[src/hdl/ismi_pkg.sv]
// shared constants and control types for the interval set block
package ismi_pkg;

  localparam int MAX_ENTRIES_DEF = 16;
  localparam int INDEX_BITS_DEF  = 16;

  localparam int BOUND_W = 16;
  localparam int COUNT_W = 5;

  localparam logic [1:0] MODE_INSERT = 2'd0;
  localparam logic [1:0] MODE_READ   = 2'd1;
  localparam logic [1:0] MODE_CLEAR  = 2'd2;

  // source of a table write
  typedef enum logic [1:0] {
    WR_NEW,       // incoming interval as is
    WR_MIN_RDHI,  // min(lo, entry lo), entry hi
    WR_TGT_HI,    // merged lo, incoming hi
    WR_TGT_RDHI   // merged lo, entry hi
  } wr_sel_t;

  typedef struct packed {
    logic    in_load;
    logic    rd_en;
    logic    wr_en;
    logic    wr_copy;
    wr_sel_t wr_sel;
    logic    tgt_load;
    logic    out_clear;
    logic    out_load;
  } dp_cmd_t;

  typedef struct packed {
    logic hi_lt_lo;  // incoming hi below entry lo
    logic lo_le_hi;  // incoming lo at or below entry hi
    logic hi_le_hi;  // incoming hi at or below entry hi
  } dp_status_t;

endpackage

[src/hdl/ismi_req_if.sv]
// request channel: mode and interval bounds
interface ismi_req_if;
  logic        valid;
  logic        ready;
  logic [1:0]  mode;
  logic [15:0] range_lo;
  logic [15:0] range_hi;

  modport source (output valid, output mode, output range_lo, output range_hi, input ready);
  modport sink (input valid, input mode, input range_lo, input range_hi, output ready);
endinterface

[src/hdl/ismi_rsp_if.sv]
// result channel: read-out intervals, count and flags
interface ismi_rsp_if;
  logic        valid;
  logic        ready;
  logic [15:0] out_lo;
  logic [15:0] out_hi;
  logic [4:0]  entry_count;
  logic        overflow;
  logic        empty_set;
  logic        last;

  modport source (output valid, output out_lo, output out_hi, output entry_count,
                  output overflow, output empty_set, output last, input ready);
  modport sink (input valid, input out_lo, input out_hi, input entry_count,
                input overflow, input empty_set, input last, output ready);
endinterface

[src/hdl/ismi_datapath.sv]
// interval table memory, operand registers, comparators and result register
module ismi_datapath
  import ismi_pkg::*;
#(
  parameter int MAX_ENTRIES = MAX_ENTRIES_DEF,
  parameter int INDEX_BITS  = INDEX_BITS_DEF,
  localparam int AW = (MAX_ENTRIES > 1) ? $clog2(MAX_ENTRIES) : 1
) (
  input  logic                clk,
  input  dp_cmd_t             cmd,
  input  logic [AW-1:0]       raddr,
  input  logic [AW-1:0]       waddr,
  input  logic [15:0]         range_lo,
  input  logic [15:0]         range_hi,
  output dp_status_t          status,
  output logic [BOUND_W-1:0]  out_lo,
  output logic [BOUND_W-1:0]  out_hi
);

  logic [INDEX_BITS-1:0] mem_lo [MAX_ENTRIES];
  logic [INDEX_BITS-1:0] mem_hi [MAX_ENTRIES];
  logic [INDEX_BITS-1:0] rd_lo, rd_hi;
  logic [INDEX_BITS-1:0] lo, hi, tgt_lo;
  logic [INDEX_BITS-1:0] min_lo, wr_lo, wr_hi;

  assign min_lo = (lo < rd_lo) ? lo : rd_lo;

  always_comb begin
    if (cmd.wr_copy) begin
      wr_lo = rd_lo;
      wr_hi = rd_hi;
    end else begin
      case (cmd.wr_sel)
        WR_NEW: begin
          wr_lo = lo;
          wr_hi = hi;
        end
        WR_MIN_RDHI: begin
          wr_lo = min_lo;
          wr_hi = rd_hi;
        end
        WR_TGT_HI: begin
          wr_lo = tgt_lo;
          wr_hi = hi;
        end
        WR_TGT_RDHI: begin
          wr_lo = tgt_lo;
          wr_hi = rd_hi;
        end
        default: begin
          wr_lo = lo;
          wr_hi = hi;
        end
      endcase
    end
  end

  always_ff @(posedge clk) begin
    if (cmd.wr_en) begin
      mem_lo[waddr] <= wr_lo;
      mem_hi[waddr] <= wr_hi;
    end
    if (cmd.rd_en) begin
      rd_lo <= mem_lo[raddr];
      rd_hi <= mem_hi[raddr];
    end
  end

  always_ff @(posedge clk) begin
    if (cmd.in_load) begin
      lo <= INDEX_BITS'(range_lo);
      hi <= INDEX_BITS'(range_hi);
    end
    if (cmd.tgt_load) begin
      tgt_lo <= min_lo;
    end
    if (cmd.out_clear) begin
      out_lo <= '0;
      out_hi <= '0;
    end else if (cmd.out_load) begin
      out_lo <= BOUND_W'(rd_lo);
      out_hi <= BOUND_W'(rd_hi);
    end
  end

  assign status.hi_lt_lo = hi < rd_lo;
  assign status.lo_le_hi = lo <= rd_hi;
  assign status.hi_le_hi = hi <= rd_hi;

endmodule

[src/hdl/ismi_ctrl.sv]
// sequencer for insert walk, merge, table shifts, read-out and clear
module ismi_ctrl
  import ismi_pkg::*;
#(
  parameter int MAX_ENTRIES = MAX_ENTRIES_DEF,
  localparam int AW = (MAX_ENTRIES > 1) ? $clog2(MAX_ENTRIES) : 1,
  localparam int CW = $clog2(MAX_ENTRIES + 1)
) (
  input  logic          clk,
  input  logic          rst,
  input  logic          in_valid,
  output logic          in_ready,
  input  logic [1:0]    mode,
  output logic          out_valid,
  input  logic          out_ready,
  output logic [4:0]    entry_count,
  output logic          overflow,
  output logic          empty_set,
  output logic          last,
  output dp_cmd_t       cmd,
  output logic [AW-1:0] raddr,
  output logic [AW-1:0] waddr,
  input  dp_status_t    status
);

  typedef enum logic [3:0] {
    S_IDLE, S_INS_RD, S_INS_EV, S_MRG_RD, S_MRG_EV, S_CMP_RD, S_CMP_WR,
    S_SH_RD, S_SH_WR, S_RD_RD, S_RD_LD, S_EMIT
  } state_t;

  localparam logic [CW-1:0] FULL = CW'(MAX_ENTRIES);

  state_t        state;
  logic [CW-1:0] count, p, q, d;
  logic [CW-1:0] p_inc, q_inc, q_dec;

  assign p_inc = p + 1'b1;
  assign q_inc = q + 1'b1;
  assign q_dec = q - 1'b1;

  assign in_ready    = (state == S_IDLE);
  assign out_valid   = (state == S_EMIT);
  assign entry_count = COUNT_W'(count);

  always_comb begin
    cmd        = '0;
    cmd.wr_sel = WR_NEW;
    raddr      = '0;
    waddr      = '0;
    case (state)
      S_IDLE: begin
        cmd.in_load   = in_valid;
        cmd.out_clear = in_valid;
      end
      S_INS_RD: begin
        if (p == count) begin
          cmd.wr_en = (count != FULL);
          waddr     = p[AW-1:0];
        end else begin
          cmd.rd_en = 1'b1;
          raddr     = p[AW-1:0];
        end
      end
      S_INS_EV: begin
        waddr = p[AW-1:0];
        if (!status.hi_lt_lo && status.lo_le_hi) begin
          if (status.hi_le_hi) begin
            cmd.wr_en  = 1'b1;
            cmd.wr_sel = WR_MIN_RDHI;
          end else begin
            cmd.tgt_load = 1'b1;
          end
        end
      end
      S_MRG_RD: begin
        if (q == count) begin
          cmd.wr_en  = 1'b1;
          cmd.wr_sel = WR_TGT_HI;
          waddr      = p[AW-1:0];
        end else begin
          cmd.rd_en = 1'b1;
          raddr     = q[AW-1:0];
        end
      end
      S_MRG_EV: begin
        waddr = p[AW-1:0];
        if (status.hi_lt_lo) begin
          cmd.wr_en  = 1'b1;
          cmd.wr_sel = WR_TGT_HI;
        end else if (status.hi_le_hi) begin
          cmd.wr_en  = 1'b1;
          cmd.wr_sel = WR_TGT_RDHI;
        end
      end
      S_CMP_RD: begin
        cmd.rd_en = (q != count);
        raddr     = q[AW-1:0];
      end
      S_CMP_WR: begin
        cmd.wr_en   = 1'b1;
        cmd.wr_copy = 1'b1;
        waddr       = d[AW-1:0];
      end
      S_SH_RD: begin
        if (q == p) begin
          cmd.wr_en = 1'b1;
          waddr     = p[AW-1:0];
        end else begin
          cmd.rd_en = 1'b1;
          raddr     = q_dec[AW-1:0];
        end
      end
      S_SH_WR: begin
        cmd.wr_en   = 1'b1;
        cmd.wr_copy = 1'b1;
        waddr       = q[AW-1:0];
      end
      S_RD_RD: begin
        cmd.rd_en = 1'b1;
        raddr     = q[AW-1:0];
      end
      S_RD_LD: begin
        cmd.out_load = 1'b1;
      end
      default: begin
      end
    endcase
  end

  always_ff @(posedge clk) begin
    if (rst) begin
      state     <= S_IDLE;
      count     <= '0;
      p         <= '0;
      q         <= '0;
      d         <= '0;
      overflow  <= 1'b0;
      empty_set <= 1'b0;
      last      <= 1'b0;
    end else begin
      case (state)
        S_IDLE: begin
          if (in_valid) begin
            overflow  <= 1'b0;
            empty_set <= 1'b0;
            last      <= 1'b1;
            p         <= '0;
            q         <= '0;
            case (mode)
              MODE_INSERT: state <= S_INS_RD;
              MODE_READ: begin
                if (count == '0) begin
                  empty_set <= 1'b1;
                  state     <= S_EMIT;
                end else begin
                  state <= S_RD_RD;
                end
              end
              MODE_CLEAR: begin
                count <= '0;
                state <= S_EMIT;
              end
              default: state <= S_IDLE;
            endcase
          end
        end
        S_INS_RD: begin
          if (p == count) begin
            if (count == FULL) begin
              overflow <= 1'b1;
            end else begin
              count <= count + 1'b1;
            end
            state <= S_EMIT;
          end else begin
            state <= S_INS_EV;
          end
        end
        S_INS_EV: begin
          if (status.hi_lt_lo) begin
            if (count == FULL) begin
              overflow <= 1'b1;
              state    <= S_EMIT;
            end else begin
              q     <= count;
              state <= S_SH_RD;
            end
          end else if (status.lo_le_hi) begin
            if (status.hi_le_hi) begin
              state <= S_EMIT;
            end else begin
              q     <= p_inc;
              state <= S_MRG_RD;
            end
          end else begin
            p     <= p_inc;
            state <= S_INS_RD;
          end
        end
        S_MRG_RD: begin
          if (q == count) begin
            d     <= p_inc;
            state <= S_CMP_RD;
          end else begin
            state <= S_MRG_EV;
          end
        end
        S_MRG_EV: begin
          if (status.hi_lt_lo) begin
            d     <= p_inc;
            state <= S_CMP_RD;
          end else if (status.hi_le_hi) begin
            d     <= p_inc;
            q     <= q_inc;
            state <= S_CMP_RD;
          end else begin
            q     <= q_inc;
            state <= S_MRG_RD;
          end
        end
        S_CMP_RD: begin
          if (q == count) begin
            count <= d;
            state <= S_EMIT;
          end else begin
            state <= S_CMP_WR;
          end
        end
        S_CMP_WR: begin
          q     <= q_inc;
          d     <= d + 1'b1;
          state <= S_CMP_RD;
        end
        S_SH_RD: begin
          if (q == p) begin
            count <= count + 1'b1;
            state <= S_EMIT;
          end else begin
            state <= S_SH_WR;
          end
        end
        S_SH_WR: begin
          q     <= q_dec;
          state <= S_SH_RD;
        end
        S_RD_RD: state <= S_RD_LD;
        S_RD_LD: begin
          last  <= (q_inc == count);
          state <= S_EMIT;
        end
        S_EMIT: begin
          if (out_ready) begin
            if (last) begin
              state <= S_IDLE;
            end else begin
              q     <= q_inc;
              state <= S_RD_RD;
            end
          end
        end
        default: state <= S_IDLE;
      endcase
    end
  end

endmodule

[src/hdl/interval_set_merge_insert_core.sv]
// top level of the sorted interval set with merge on insert
//  channel | dir | transfer moves
//  req     | in  | mode, range_lo, range_hi
//  rsp     | out | out_lo, out_hi, entry_count, overflow, empty_set, last
// one item at a time; req is ready only when the sequencer is idle
// insert: walks the table entry by entry, then shifts or compacts entries,
//   all through the single table write port and registered read port
// read: emits stored intervals one at a time, each held until taken; clear: empties the set
// rst is synchronous and empties the set; table contents are not cleared
module interval_set_merge_insert_core
  import ismi_pkg::*;
#(
  parameter int MAX_ENTRIES = MAX_ENTRIES_DEF,
  parameter int INDEX_BITS  = INDEX_BITS_DEF
) (
  input logic       clk,
  input logic       rst,
  ismi_req_if.sink  req,
  ismi_rsp_if.source rsp
);

  localparam int AW = (MAX_ENTRIES > 1) ? $clog2(MAX_ENTRIES) : 1;

  dp_cmd_t    cmd;
  dp_status_t status;
  logic [AW-1:0] raddr, waddr;

  ismi_ctrl #(
    .MAX_ENTRIES(MAX_ENTRIES)
  ) u_ctrl (
    .clk         (clk),
    .rst         (rst),
    .in_valid    (req.valid),
    .in_ready    (req.ready),
    .mode        (req.mode),
    .out_valid   (rsp.valid),
    .out_ready   (rsp.ready),
    .entry_count (rsp.entry_count),
    .overflow    (rsp.overflow),
    .empty_set   (rsp.empty_set),
    .last        (rsp.last),
    .cmd         (cmd),
    .raddr       (raddr),
    .waddr       (waddr),
    .status      (status)
  );

  ismi_datapath #(
    .MAX_ENTRIES(MAX_ENTRIES),
    .INDEX_BITS (INDEX_BITS)
  ) u_dp (
    .clk      (clk),
    .cmd      (cmd),
    .raddr    (raddr),
    .waddr    (waddr),
    .range_lo (req.range_lo),
    .range_hi (req.range_hi),
    .status   (status),
    .out_lo   (rsp.out_lo),
    .out_hi   (rsp.out_hi)
  );

endmodule

[src/flat_wrapper.sv]
// flat-port wrapper written by rule: the top's interface ports become plain ports
module interval_set_merge_insert_core_flat import ismi_pkg::*;
#(
  parameter int MAX_ENTRIES = MAX_ENTRIES_DEF,
  parameter int INDEX_BITS  = INDEX_BITS_DEF
)
  (clk, rst, req_valid, req_mode, req_range_lo, req_range_hi, req_ready, rsp_valid, rsp_out_lo, rsp_out_hi, rsp_entry_count, rsp_overflow, rsp_empty_set, rsp_last, rsp_ready);
  ismi_req_if req_i ();
  ismi_rsp_if rsp_i ();
  input logic clk;
  input logic rst;
  input wire logic [$bits(req_i.valid)-1:0] req_valid;
  input wire logic [$bits(req_i.mode)-1:0] req_mode;
  input wire logic [$bits(req_i.range_lo)-1:0] req_range_lo;
  input wire logic [$bits(req_i.range_hi)-1:0] req_range_hi;
  output wire logic [$bits(req_i.ready)-1:0] req_ready;
  output wire logic [$bits(rsp_i.valid)-1:0] rsp_valid;
  output wire logic [$bits(rsp_i.out_lo)-1:0] rsp_out_lo;
  output wire logic [$bits(rsp_i.out_hi)-1:0] rsp_out_hi;
  output wire logic [$bits(rsp_i.entry_count)-1:0] rsp_entry_count;
  output wire logic [$bits(rsp_i.overflow)-1:0] rsp_overflow;
  output wire logic [$bits(rsp_i.empty_set)-1:0] rsp_empty_set;
  output wire logic [$bits(rsp_i.last)-1:0] rsp_last;
  input wire logic [$bits(rsp_i.ready)-1:0] rsp_ready;
  assign req_i.valid = req_valid;
  assign req_i.mode = req_mode;
  assign req_i.range_lo = req_range_lo;
  assign req_i.range_hi = req_range_hi;
  assign req_ready = req_i.ready;
  assign rsp_valid = rsp_i.valid;
  assign rsp_out_lo = rsp_i.out_lo;
  assign rsp_out_hi = rsp_i.out_hi;
  assign rsp_entry_count = rsp_i.entry_count;
  assign rsp_overflow = rsp_i.overflow;
  assign rsp_empty_set = rsp_i.empty_set;
  assign rsp_last = rsp_i.last;
  assign rsp_i.ready = rsp_ready;
  interval_set_merge_insert_core #(.MAX_ENTRIES(MAX_ENTRIES), .INDEX_BITS(INDEX_BITS)) u_core (.clk(clk), .rst(rst), .req(req_i), .rsp(rsp_i));
endmodule
[config.mk]
export PLATFORM = sky130hd
export DESIGN_NAME = interval_set_merge_insert_core_flat
export DESIGN_NICKNAME = d
export VERILOG_FILES = /design/src/hdl/ismi_pkg.sv /design/src/hdl/ismi_req_if.sv /design/src/hdl/ismi_rsp_if.sv /design/src/hdl/ismi_datapath.sv /design/src/hdl/ismi_ctrl.sv /design/src/hdl/interval_set_merge_insert_core.sv /design/src/flat_wrapper.sv
export SDC_FILE = /design/constraint.sdc
export NUM_CORES = 1
export LEC_CHECK = 0
export ABC_AREA = 0
export BUFFER_PORTS_ARGS = -buffer_cell sky130_fd_sc_hd__buf_2
export CORE_AREA = 3 3 246 248
export DETAILED_ROUTE_END_ITERATION = 8
export DIE_AREA = 0 0 249 251
export HOLD_SLACK_MARGIN = 0.12
export PLACE_DENSITY_LB_ADDON = 0.1
export SETUP_SLACK_MARGIN = 0.5
export SYNTH_ARGS = -nofsm -noshare
export SYNTH_HDL_FRONTEND = slang
export SYNTH_SLANG_ARGS = --single-unit
export TNS_END_PERCENT = 30
[constraint.sdc]
create_clock -name clk -period 7.2 [get_ports clk]
set_clock_uncertainty 0.1 [all_clocks]
set_input_delay 0.36 -clock clk [delete_from_list [all_inputs] [get_ports clk]]
set_output_delay 0.36 -clock clk [all_outputs]
set_load 0.01 [all_outputs]
==> flow_summary.yaml, run 1 <==
cts:
  cts_num_sinks: 651
  cts_buffers: 70
  clk_pin_slew_ns: 0.06
  cts_resized: 0
  cts.htree.levels: 3
  clockBufferDepth: 3
  cts_tree: "built"
  clock_latency_ns: 0.61
  cts-root-buf: "clkbuf_16"
  holdBufCountCts: 36
  cts_setup_buffers: 0
setup_path:
  worstPathArrival_ns: 5.15
  cp-end-kind: "flip-flop"
  worstSetupPathType: "flip-flop to flip-flop"
  cp-start-kind: "flip-flop"
  cp_max_fo: 23
  crit_required_ns: 7.40
grt:
  grt.total_usage_pct: 24.6
  antenna_found_initial: 3
  grt_max_degree: 117
  grt_pass1_vias: 17300
  grt_overflow: 0
  grt_pass1_wl_mm: 115
final_layout:
  num-nets-final: 2308
  final_cells: 3026
  syn2layout_area_growth_pct: 13.2
  fillers: 4680
  final_layout_size_suffix_gt1_share_pct: 16.6
  diodes: 0
pwr:
  p_total_mw: 11.7
  p_comb_share_pct: 23.9
  p_leak_nw: 10.9
  switchingPower_mw: 3.71
  power_density_mw_per_mm2: 355
  p_clk_share_pct: 30.3
  vdd_ir_drop_max_uv: 458
  seqPwrFrac_pct: 45.8
  p_int_mw: 7.98
  p_sw_share_pct: 31.7
synth:
  synth-seq-area-share_pct: 65.1
  ys.flop_type: "edfxtp_1"
  synth.ff_latch_count: 651
  yosysWarnings: 0
  synth_top_area_share_pct: 61.1
  syn_area_per_cell_um2: 13.9
  synth.area.top_cells: "edfxtp_1 (61%), mux2i_1 (6.7%), dfxtp_1 (4.1%)"
  yosysUniqueCellTypes: 75
  synth_area_leader_cell: "edfxtp_1"
  syn_nets: 2201
  synthCells: 2092
  netlist_area_mm2: 0.0291
  async_reset_ff_share_pct: 0
  synth_edf_count: 592
detailed_routing:
  viasPerCell: 5.94
  dr.pass1.iters: 5
  drt_iter0_markers: 1810
  vias: 18000
  wl_per_cell_um: 25.7
  drc_errors: 0
  drt-total-wl_mm: 77.7
  antenna_left: 0
sta:
  slew_viol_final: 0
  max_freq_mhz: 202
  whs_ns: 0.258
  slew_headroom_pct: 14.5
  setup_tns_ns: 0
  hold_violations: 0
  rsz0062_at_grt: "false"
  fin_crit_sh_pct: 68.7
  layout_setup_ws_ns: 2.25
  layout_min_cycle_time_ns: 4.95
  worst_pin_slew_ns: 1.27
  setup_violations: 0
floorplan:
  dieArea_mm2: 0.0625
  start_util_pct: 49.6
  die_h_um: 251
  num_io_pins: 80
  core_mm2: 0.0587
  die_x_um: 249
  rows: 89
place:
  pre_cts_ws_ns: 2.29
  io_buffer_count: 79
  post-dp-hpwl_mm: 46.8
  gp_congestion: 0.972
  dp_cells: 2864
hold_path:
  worstHoldPathType: "input pin to flip-flop"
flow_run:
  cap_violations: 0
outcome:
  status: "finished, final reports clean"
-- power groups by stage --
stage / combinational [mW] / clock [mW] / sequential [mW]
floorplan: 1.74 / 0 / 5.31
global placement: 2.72 / 0 / 5.40
CTS: 2.78 / 3.61 / 5.34
finish: 2.80 / 3.54 / 5.35
global route: 3.05 / 3.78 / 5.38
detailed placement: 2.75 / 0 / 5.42
-- routing by layer --
layer / track usage, % / share of wire, %
met3: 3.37 / 6.3
met2: 38.2 / 46
met1: 36.5 / 46
met5: 0 / 0.022
met4: 7.37 / 2.6
-- cell usage after synthesis, types with 7 or more instances --
cell,count
and2_1,17
xor2_1,11
ha_1,71
o21ai_1,37
mux2_1,32
o211ai_2,32
a21oi_1,114
o22ai_1,10
buf_4,20
buf_2,34
buf_6,11
nand2_1,223
mux2i_1,195
o21ai_0,69
inv_1,49
a22o_1,7
xnor2_1,12
mux2_2,40
nand2b_1,12
nand4_1,17
dfxtp_1,59
edfxtp_1,592
o211ai_1,37
clkbuf_1,44
buf_1,12
mux2_4,40
nor2_1,88
nor3_1,26
o21a_1,35
or3_1,7
a31oi_1,10
nand3_1,21
a221o_1,18
-- cell families (layout without fill, tap and decap cells) --
kind of cell / count (synthesis) / in the layout / share of synthesized area (%)
buffers and inverters: 174 / 335 / 2.94
adder cells (fa/ha/maj): 71 / 71 / 3.05
XOR/XNOR: 23 / 23 / 0.692
flip-flops: 651 / 651 / 65.1
AO/OA/AOI/OAI: 418 / 418 / 9.74
AND/OR/NAND/NOR: 448 / 448 / 6.89
multiplexers: 307 / 307 / 11.6
-- registers in the layout, summed over array words and instances (netlist names) --
name / count
u_core.u_dp.lo: 16
u_core.u_ctrl.p: 5
u_core.u_dp.rd_hi: 16
u_core.u_ctrl.q: 5
u_core.u_dp.hi: 16
u_core.u_dp.out_hi: 16
u_core.u_ctrl.d: 5
u_core.u_ctrl.entry_count: 5
u_core.u_dp.tgt_lo: 16
u_core.u_ctrl.last: 1
u_core.u_dp.mem_lo: 256
u_core.u_dp.mem_hi: 256
u_core.u_ctrl.state: 4
u_core.u_ctrl.overflow: 1
u_core.u_ctrl.empty_set: 1
u_core.u_dp.out_lo: 16
u_core.u_dp.rd_lo: 16
-- layout by cell type, fill, tap and decap left out, types with 6 or more instances in the layout --
cell,count
dlygate4sd3_1,36
o21ai_0,68
and2_1,17
mux2_4,40
o21ai_1,38
o211ai_2,32
or3_1,7
xnor2_1,12
a22o_1,7
xor2_1,11
nand3_1,21
mux2_1,32
edfxtp_1,592
nor2b_1,6
nand2b_1,12
mux2_2,40
nand2_1,223
a21oi_1,114
nand4_1,17
clkinv_2,12
buf_2,79
clkbuf_1,11
o22ai_1,10
nor3_2,14
inv_1,49
a211oi_1,6
ha_1,71
mux2i_1,195
a31oi_1,10
buf_4,41
o21a_1,35
or2_2,6
o211ai_1,37
clkinv_1,12
clkbuf_16,71
nor3_1,13
a221o_1,16
nor2_1,83
dfxtp_1,59
-- stage by stage --
step	util [%]	instance area [um^2]
2_1_floorplan	-	29100
3_5_place_dp	51.7	30300
3_3_place_gp	51.7	30300
6_report	56.1	32900
4_1_cts	56.1	32900
5_1_grt	56.1	32900
-- worst paths after layout --
path	slack [ns]	cells after the start	startpoint	endpoint
max	2.25	12	u_core.u_dp.rd_lo[7]$_DFFE_PP_	u_core.u_dp.mem_hi[4][4]$_DFFE_PP_
min	0.26	6	req_mode[0]	u_core.u_ctrl.empty_set$_SDFFE_PP0P_
max reg2reg	2.25	12	u_core.u_dp.rd_lo[7]$_DFFE_PP_	u_core.u_dp.mem_hi[4][4]$_DFFE_PP_
min reg2reg	0.35	2	u_core.u_dp.out_lo[12]$_SDFFE_PP0P_	u_core.u_dp.out_lo[12]$_SDFFE_PP0P_
-- layout make-up --
cell class                      instances  area (um^2)  share of cell area [%]
Tap cell                              773          967                    2.94
Sequential cell                       651        19000                    57.5
Inverter                               50          188                   0.570
Timing Repair Buffer                  159         1120                    3.41
Clock buffer                           87         1880                    5.71
Multi-Input combinational cell       1267         9450                    28.7
Clock inverter                         39          380                    1.15
-- worst max-delay path: stages (launching register included) --
cell and delay [ns]:
edfxtp_1 0.38, inv_1 0.09, ha_1 0.33, nand4_1 0.18
o31ai_1 0.32, a211o_1 0.64, nand2_1 0.21, o21ai_0 0.22
a21oi_1 0.10, buf_4 0.22, nand3b_1 0.40, nor2_4 1.01
buf_4 0.41
No activity file was read; power rests on OpenSTA's default activity.
==> run 2: changes to the inputs <==
==> constraint.sdc (replaced) <==
create_clock -name clk -period 4.5 [get_ports clk]
set_clock_uncertainty 0.1 [all_clocks]
set_input_delay 0.225 -clock clk [delete_from_list [all_inputs] [get_ports clk]]
set_output_delay 0.225 -clock clk [all_outputs]
set_load 0.01 [all_outputs]
==> run 2 against run 1 <==
Compared with the run above: sequential share of layout area decreased by 1.1 points; final cell count increased by 1.3%; combinational power increased by 80%; count of clock-buffer cells in the layout decreased by 4; setup slack got worse by 1.7 ns; die area unchanged; first-iteration DRC count decreased by 8.2%.
==> flow_summary.yaml, run 2 (synthesis gave the netlist of run 1 again) <==
detailed_routing:
  dr.pass1.iters: 5
  antenna_left: 0
  drt-total-wl_mm: 76.9
  viasPerCell: 5.80
  drt_iter0_markers: 1661
  drc_errors: 0
  vias: 17800
  wl_per_cell_um: 25.1
cts:
  clock_latency_ns: 0.62
  cts_num_sinks: 651
  cts-root-buf: "clkbuf_16"
  cts_tree: "built"
  cts_buffers: 71
  clk_pin_slew_ns: 0.05
  clockBufferDepth: 3
  cts.htree.levels: 3
floorplan:
  dieArea_mm2: 0.0625
  num_io_pins: 80
  start_util_pct: 49.6
  die_h_um: 251
  die_x_um: 249
  rows: 89
  core_mm2: 0.0587
grt:
  grt.total_usage_pct: 24.3
  grt_max_degree: 70
  antenna_found_initial: 6
  grt_pass1_wl_mm: 113
  grt_overflow: 0
  grt_pass1_vias: 17100
setup_path:
  cpLargestDelayFamily: "simple AND/OR/NAND/NOR gates"
  worstSetupPathType: "flip-flop to flip-flop"
  crit_top_cell: "nand2_1"
  critPathMaxStageDelay_ns: 0.61
  cp-start-kind: "flip-flop"
  worst_path_max_delay_cell: "or4_1"
  path_buf_inv: 1
  rrSetupSlack_ns: 0.58
  worstPathArrival_ns: 4.06
  cp-end-kind: "flip-flop"
  crit_required_ns: 4.64
  cp_cell_sequence: "xor2_1, nor3_2, nand2_1, nand2_1, or4_1, a222oi_1, nand2b_1, nor3_4, buf_4"
  cp_max_fo: 24
pwr:
  switchingPower_mw: 6.25
  p_sw_share_pct: 32.5
  p_comb_share_pct: 26.2
  p_clk_share_pct: 29.7
  p_int_mw: 13.0
  seqPwrFrac_pct: 44.2
  power_density_mw_per_mm2: 572
  p_leak_nw: 11.3
  vdd_ir_drop_max_uv: 542
place:
  pre_cts_ws_ns: 0.218
  io_buffer_count: 79
  dp_cells: 2891
  gp_congestion: 0.900
  post-dp-hpwl_mm: 48.2
hold_path:
  worstHoldPathType: "input pin to flip-flop"
sta:
  slew_viol_final: 0
  whs_ns: 0.227
  slew_headroom_pct: 27.6
  setup_tns_ns: 0
  hold_violations: 0
  fin_crit_sh_pct: 87.0
  worst_pin_slew_ns: 1.08
  rsz0062_at_grt: "true"
  setup_violations: 0
  max_freq_mhz: 255
  layout_min_cycle_time_ns: 3.92
  layout_setup_ws_ns: 0.584
final_layout:
  fillers: 4659
  final_layout_size_suffix_gt1_share_pct: 18.4
  reg_top3: "u_core.u_dp.mem_hi (256), u_core.u_dp.mem_lo (256)"
  syn2layout_area_growth_pct: 15.4
  diodes: 0
  final_common_cell: "edfxtp_1"
  num-nets-final: 2345
  final_cell_mix: "edfxtp_1 (592), nand2_1 (222), mux2i_1 (195)"
  final_cells: 3066
outcome:
  status: "finished, final reports clean"
flow_run:
  cap_violations: 0
## run 2: cell count changes in the layout (fill, tap and decap cells not counted), sizes merged
cell	previous run	this run
dlygate4sd3	36	37
buf	123	158
bufinv	5	6
clkinvlp	3	4
clkbuf	87	83
clkinv	28	34
## run 2: path summary, 6_finish.rpt
kind,start,endpoint,depth (start not counted)
setup / recovery,u_core.u_ctrl.entry_count[3]$_SDFFE_PP0P_,u_core.u_dp.mem_hi[14][0]$_DFFE_PP_,9
hold / removal,req_mode[1],u_core.u_ctrl.state[1]$_SDFFE_PP0P_,5
setup reg to reg,u_core.u_ctrl.entry_count[3]$_SDFFE_PP0P_,u_core.u_dp.mem_hi[14][0]$_DFFE_PP_,9
hold reg to reg,u_core.u_dp.out_hi[10]$_SDFFE_PP0P_,u_core.u_dp.out_hi[10]$_SDFFE_PP0P_,2
## run 2: cell type report
| cell class | instances | area [um^2] | area share [%] |
|---|---|---|---|
| Tap cell | 773 | 967 | 2.88 |
| Timing Repair Buffer | 195 | 1650 | 4.91 |
| Multi-Input combinational cell | 1267 | 9550 | 28.4 |
| Inverter | 50 | 188 | 0.559 |
| Clock buffer | 83 | 1840 | 5.49 |
| Clock inverter | 47 | 442 | 1.31 |
| Sequential cell | 651 | 19000 | 56.4 |
## run 2: tightest hold or removal path, cell delays in order
cell and delay [ns]:
buf_2 0.13, a21oi_1 0.08, a2bb2oi_1 0.17, o22ai_1 0.16, o21a_1 0.13
## run 2: power by group through the flow
stage | combinational (mW) | sequential (mW) | clock [mW]
after floorplan | 2.81 | 8.50 | 0
after global placement | 4.87 | 8.58 | 0
after detailed placement | 4.91 | 8.61 | 0
after CTS | 4.98 | 8.48 | 5.82
after global routing | 5.44 | 8.53 | 6.06
final | 5.03 | 8.49 | 5.70
## run 2: layer usage
layer / GRT usage, % / part of all wire, % / up-vias
li1: - / - / 8231
met1: 35.2 / 45 / 8861
met2: 38.2 / 46 / 589
met3: 4.28 / 6.8 / 99
met4: 6.59 / 2.1 / 0
met5: 0 / 0 / -
## run 2: through the flow
| step | cell area (um^2) | util [%] | power, mW |
|---|---|---|---|
| 5_1_grt | 33600 | 57.2 | 20.0 |
| 3_5_place_dp | 30800 | 52.6 | 13.5 |
| 2_1_floorplan | 29200 | - | 11.3 |
| 4_1_cts | 33500 | 57.1 | 19.3 |
| 3_3_place_gp | 30800 | 52.6 | 13.5 |
| 6_report | 33600 | 57.2 | 19.2 |
## run 2: what timing repair did
action | in CTS | in global routing
setup endpoints to repair | 289 | 566
endpoints found under the hold margin | 51 | 0
pin swaps | 0 | 5
gates cloned | 0 | 0
hold buffers | 37 | 0
setup buffers | 0 | 8
gates resized for setup | 4 | 13
